--- src/mpq_pkg.sv ---
`timescale 1ns / 1ps

package mpq_pkg;

    localparam int CAPACITY    = 16;
    localparam int VALUE_WIDTH = 32;
    localparam int COUNT_W     = $clog2(CAPACITY + 1);
    localparam int IN_DATA_W   = ((VALUE_WIDTH + 7) / 8) * 8;
    localparam int OUT_BITS    = VALUE_WIDTH + 1 + COUNT_W + 1;
    localparam int OUT_DATA_W  = ((OUT_BITS + 7) / 8) * 8;

    typedef logic signed [VALUE_WIDTH-1:0] t_value;
    typedef logic [COUNT_W-1:0]            t_count;

    typedef enum logic {
        REQ_PUSH = 1'b0,
        REQ_POP  = 1'b1
    } t_req;

    typedef struct packed {
        logic   en;
        logic   pop;
        t_value value;
    } t_cell_ctrl;

endpackage

--- src/mpq_cell.sv ---
`timescale 1ns / 1ps

module mpq_cell
    import mpq_pkg::*;
(
    input  logic       i_clk,
    input  t_cell_ctrl i_ctrl,
    input  logic       i_occupied,
    input  t_value     i_left_value,
    input  logic       i_left_ins,
    input  t_value     i_right_value,
    output t_value     o_value,
    output logic       o_ins,
    output t_value     o_next_value
);

    t_value r_value;
    t_value n_value;
    logic   ins;

    // this cell takes the new value or the shifted one on a push
    assign ins = !i_occupied || (i_ctrl.value < r_value);

    always_comb begin
        n_value = r_value;
        if (i_ctrl.en) begin
            if (i_ctrl.pop) begin
                n_value = i_right_value;
            end else if (ins) begin
                n_value = i_left_ins ? i_left_value : i_ctrl.value;
            end
        end
    end

    always_ff @(posedge i_clk) begin
        r_value <= n_value;
    end

    assign o_value      = r_value;
    assign o_ins        = ins;
    assign o_next_value = n_value;

endmodule

--- src/min_priority_queue.sv ---
`timescale 1ns / 1ps
// min_priority_queue: bounded min-priority queue of signed values
// slave channel: tuser is the request kind (0 push, 1 pop), tdata the value
// master channel: one result word per request with the smallest entry after
// the request (0 when empty), the empty flag, the entry count and a flag for
// a push dropped because the queue was full
// the entries sit in a row of cells kept in ascending order; every cell
// compares the pushed value with its own entry in the same cycle and takes
// its own, its left neighbor's or the new value, or on a pop its right
// neighbor's value
// the result word is registered and valid in the cycle after the request is accepted
// throughput: one request per cycle while the receiver takes each result word, set by the single compare per cell
// reset clears the entry count and the output valid; cell contents are
// not cleared
// when the receiver stalls the result word holds, and a new request is taken
// only in a cycle where the held word leaves
module min_priority_queue
    import mpq_pkg::*;
(
    input  logic                  i_clk,
    input  logic                  i_rst_n,
    input  logic                  i_s_tvalid,
    output logic                  o_s_tready,
    input  logic [IN_DATA_W-1:0]  i_s_tdata,   // value
    input  logic                  i_s_tuser,   // req_type
    output logic                  o_m_tvalid,
    input  logic                  i_m_tready,
    output logic [OUT_DATA_W-1:0] o_m_tdata    // top_value, is_empty, entry_count, push_dropped
);

    t_count     r_count;
    t_count     n_count;
    logic       r_valid;
    t_value     r_top;
    logic       r_empty;
    logic       r_dropped;
    t_cell_ctrl ctrl;
    logic       accept;
    logic       full;
    logic       push_ok;
    logic       pop_ok;

    t_value cell_value [CAPACITY];
    t_value cell_next  [CAPACITY];
    logic   cell_ins   [CAPACITY];

    assign o_s_tready = !r_valid || i_m_tready;
    assign accept     = i_s_tvalid && o_s_tready;
    assign full       = (r_count == t_count'(CAPACITY));
    assign push_ok    = (t_req'(i_s_tuser) == REQ_PUSH) && !full;
    assign pop_ok     = (t_req'(i_s_tuser) == REQ_POP) && (r_count != '0);

    assign ctrl.en    = accept && (push_ok || pop_ok);
    assign ctrl.pop   = (t_req'(i_s_tuser) == REQ_POP);
    assign ctrl.value = t_value'(i_s_tdata[VALUE_WIDTH-1:0]);

    always_comb begin
        n_count = r_count;
        if (ctrl.en) begin
            n_count = ctrl.pop ? r_count - t_count'(1) : r_count + t_count'(1);
        end
    end

    for (genvar i = 0; i < CAPACITY; i++) begin : g_cell
        mpq_cell u_cell (
            .i_clk         (i_clk),
            .i_ctrl        (ctrl),
            .i_occupied    (t_count'(i) < r_count),
            .i_left_value  ((i == 0) ? ctrl.value : cell_value[(i == 0) ? 0 : i - 1]),
            .i_left_ins    ((i == 0) ? 1'b0 : cell_ins[(i == 0) ? 0 : i - 1]),
            .i_right_value ((i == CAPACITY - 1) ? ctrl.value
                            : cell_value[(i == CAPACITY - 1) ? i : i + 1]),
            .o_value       (cell_value[i]),
            .o_ins         (cell_ins[i]),
            .o_next_value  (cell_next[i])
        );
    end

    always_ff @(posedge i_clk) begin
        if (!i_rst_n) begin
            r_count <= '0;
            r_valid <= 1'b0;
        end else begin
            r_count <= n_count;
            if (accept) begin
                r_valid <= 1'b1;
            end else if (i_m_tready) begin
                r_valid <= 1'b0;
            end
        end
    end

    always_ff @(posedge i_clk) begin
        if (accept) begin
            r_top     <= (n_count != '0) ? cell_next[0] : '0;
            r_empty   <= (n_count == '0);
            r_dropped <= !ctrl.pop && full;
        end
    end

    assign o_m_tvalid = r_valid;
    assign o_m_tdata  = OUT_DATA_W'({r_dropped, r_count, r_empty, r_top});

endmodule

--- config.mk ---
export PLATFORM = sky130hd
export DESIGN_NAME = min_priority_queue
export DESIGN_NICKNAME = d
export VERILOG_FILES = /design/src/mpq_pkg.sv /design/src/mpq_cell.sv /design/src/min_priority_queue.sv
export SDC_FILE = /design/constraint.sdc
export NUM_CORES = 2
export LEC_CHECK = 0
export BUFFER_PORTS_ARGS = -buffer_cell sky130_fd_sc_hd__clkbuf_2
export CAP_MARGIN = 40
export CORE_ASPECT_RATIO = 2
export CORE_MARGIN = 8
export CORE_UTILIZATION = 41
export CTS_CLUSTER_DIAMETER = 100
export DETAILED_ROUTE_END_ITERATION = 10
export GPL_ROUTABILITY_DRIVEN = 0
export PLACE_DENSITY = 0.62
export SYNTH_ARGS = -nofsm -noshare
export SYNTH_HDL_FRONTEND = slang
export SYNTH_SLANG_ARGS = --single-unit
--- constraint.sdc ---
create_clock -name i_clk -period 7.7 [get_ports i_clk]
set_input_delay 2.31 -clock i_clk [delete_from_list [all_inputs] [get_ports i_clk]]
set_output_delay 2.31 -clock i_clk [all_outputs]
set_load 0.1 [all_outputs]
==> results.md <==
* Status: finished clean
* Drt initial violations at 2,253
* Period utilization at 74.78%
* Worst skew pair latency at 0.64 ns
* Leakage at 18.40 nW
* Synthesis Warnings at 0
* Post-synth top area cell: edfxtp_1
* Post-DP HPWL at 88.82 mm
* Sequential fraction of the synthesis area at 40.77%
* Design Power at 12.02 mW
* Crit path max fanout at 33
* # hold bufs at CTS at 0
* Final ANT Viol Nets at 0
* Met3 routed WL at 4.532 mm
* Die Width at 236.1 um
* Yosys top cell area share at 38.86%
* Synth Flop Type: edfxtp_1
* Clk_skew at 0.02066 ns
* Fin util at 44.74%
* Core area at 96,090 sq um
* Mapped Nets at 4,689
* Min-delay src: g_cell[1].u_cell.o_value[14]
* Post-Syn Instances at 4,153
* Top cells by area, synth: edfxtp_1 39%, ha_1 16%, inv_1 4.9%
* Endpoints failing hold at 0
* Die span in y at 456.2 um
* Max-cap violations at 0
* Max Slew Vio Count at 0
* CTS tree: yes
* CTS H-tree depth at 2
* CP endpoint kind: flop
* Grt ovf at 0
* Worst Path Arrival at 6.02 ns
* Initial antenna violation count at 6
* First-pass GRT wire length at 181.8 mm
* Distinct cells, synth at 76
* WL final at 116.5 mm
* Area delta synth->final at 8.234%
* Num CTS Buffers at 52
* CP Launch Type: input port
* RSZ-0062 raised after global routing: no
* Post-CTS repair timing setup buffer count at 0
* Post-Syn Area per Cell at 9.564 sq um
* Maximum VDD drop at 0.1683 mV
* Placement Cell Area at 41,340 sq um
* Vias per cell at 5.948
* Starting Density at 41.34%
* Layout cells sized above 1 at 7.377%
* Setup violators final at 0
* Pre-antenna DRT Iters at 6
* I/O pin count at 79
* GRT Util Overall at 21.10%
* Detailed-route via count at 31,790
* IO Port Bufs at 77
* Fillers at 9,204
* Crit Reg-Reg Startpoint: g_cell[3].u_cell.o_value[6]
* Clock sinks at 552
* Seq cells post-synth at 552
* Clk pin slew, worst setup/hold paths at 0.07 ns
* CTS Root Cell: clkbuf_16
* Post-synthesis async set-or-reset flop share at 0%
* Final instance area at 42,990 sq um
* Die area at 107,700 sq um
* Layout net count at 4,613
* Post-CTS sizing at 0
* Worst Tran Pin Value at 0.9530 ns
* Maximum buffer depth of the clock tree at 3
* M1 WL at 42.57 mm
* Largest net degree at the start of global routing at 177
* Kind of critical path: in2reg
* Residual DRC at 0
* Met2 WL at 62.38 mm
* HP Class: reg2reg
* Final min period at 5.758 ns
* Top sig layer: met5
* TNS Setup at 0 ns
* Crit path launch: i_s_tdata[6]
* WP data required at 7.96 ns
* Max Fclk at 173.7 MHz
* Cell Rows at 161
* Pwr dens at 279.6 nW/um^2
* Vias in the first global route at 32,240
* Routed len/inst at 21.79 um
* Slew headroom at 36.47%
* Cell Area, Synth at 39,720 sq um
* Post-synth EDFFs at 514
-- per-layer routing --
metal	vias to the layer above	track usage [%]
met2	836	40.18
met4	6	11.95
li1	15220	-
met1	15470	22.22
met5	-	0
met3	255	2.228
-- cells in the mapped netlist (7+ instances only) --
cell type,n
inv_1,523
edfxtp_1,514
ha_1,499
nand2_1,497
clkbuf_1,188
a21oi_1,144
o21ai_0,136
o21ai_1,136
mux2i_1,131
nand3_1,123
nor2_1,103
nor3_1,100
a22oi_1,96
o311ai_0,86
nand4_1,76
a221o_1,72
o221ai_1,66
o211ai_1,62
buf_2,56
nand2b_1,47
nor2b_1,47
a21o_1,44
a211oi_1,42
dfxtp_1,38
o311ai_1,38
o22ai_1,36
buf_4,29
mux2_2,27
a31oi_1,17
buf_1,13
o21a_1,13
a2111oi_0,10
nor4_1,10
or3_1,9
a211o_1,8
buf_6,8
nor3b_1,8
o31ai_1,7
-- cell families after synthesis --
| kind of cell | share of synthesized area (%) |
|---|---|
| multiplexers | 4.209 |
| XOR/XNOR | 0.1323 |
| adder cells (fa/ha/maj) | 15.72 |
| other | 0.009441 |
| flip-flops | 40.77 |
| AND/OR/NAND/NOR | 12.30 |
| buffers and inverters | 8.323 |
| AO/OA/AOI/OAI | 18.53 |
-- critical path, stage by stage --
cell and delay, ns:
clkbuf_2 0.56, ha_1 0.39, a211oi_1 0.24, and3_1 0.17
o21ai_1 0.12, a221o_1 0.39, a311o_1 0.37, buf_4 0.27
nand2_1 0.10, buf_4 0.36, nor2_1 0.13, nor2_4 0.10
buf_4 0.44
-- cell type report --
type / count / area [sq um] / share of cell area [%]
Timing Repair Buffer: 164 / 1192 / 2.774
Clock inverter: 28 / 215.2 / 0.5006
Sequential cell: 552 / 16200 / 37.67
Antenna cell: 1 / 2.502 / 0.005821
Clock buffer: 70 / 1430 / 3.327
Inverter: 523 / 1968 / 4.578
Multi-Input combinational cell: 2784 / 20460 / 47.59
Tap cell: 1222 / 1529 / 3.557
-- per-stage QoR --
stage	hold slack, ns	instances	worst slack [ns]
floorplan	0.4857	4153	0.3253
finish	0.5263	5344	1.942
CTS	0.5248	5342	1.966
global placement	0.4962	5230	1.338
detailed placement	0.5216	5244	1.325
global route	0.5593	5344	1.785
-- final timing paths --
path              slack (ns)  cells past startpoint                            to
setup / recovery        1.94                     13  g_cell[3].u_cell.o_value[27]
hold / removal          0.53                      2  g_cell[0].u_cell.o_value[14]
setup reg to reg        3.81                     13  g_cell[3].u_cell.o_value[27]
hold reg to reg         0.53                      2  g_cell[0].u_cell.o_value[14]
-- placed cells by master (no fill, tap or decap), types with 16 or more instances in the layout --
cell / n
inv_1: 522
a31oi_1: 16
edfxtp_1: 514
a211oi_1: 42
clkbuf_2: 76
a21oi_1: 134
a22oi_1: 96
nor3_1: 98
nor2b_1: 47
nor2_1: 95
nand3_1: 123
o21ai_1: 135
o21ai_0: 136
nand2b_1: 47
dfxtp_1: 38
ha_1: 499
nand2_1: 496
o311ai_1: 38
a221o_1: 71
clkbuf_16: 53
o22ai_1: 36
o311ai_0: 86
nand4_1: 76
mux2i_1: 131
o221ai_1: 66
mux2_2: 27
o211ai_1: 62
a21o_1: 43
buf_4: 73
-- registers in the layout (all words and copies together) (netlist names) --
| register | flops |
|---|---|
| g_cell.u_cell.o_value | 512 |
| o_m_tvalid | 1 |
| r_count | 5 |
| r_dropped | 1 |
| r_empty | 1 |
| r_top | 32 |
-- where the power goes --
group	switching (mW)	internal (mW)	total [mW]	leakage, nW
sequential	0.411	4.25	4.66	5.24
combinational	3.13	1.57	4.70	12.4
clock	1.26	1.41	2.66	0.799
total	4.80	7.22	12.0	18.4
(Power assumes the default switching activity.)
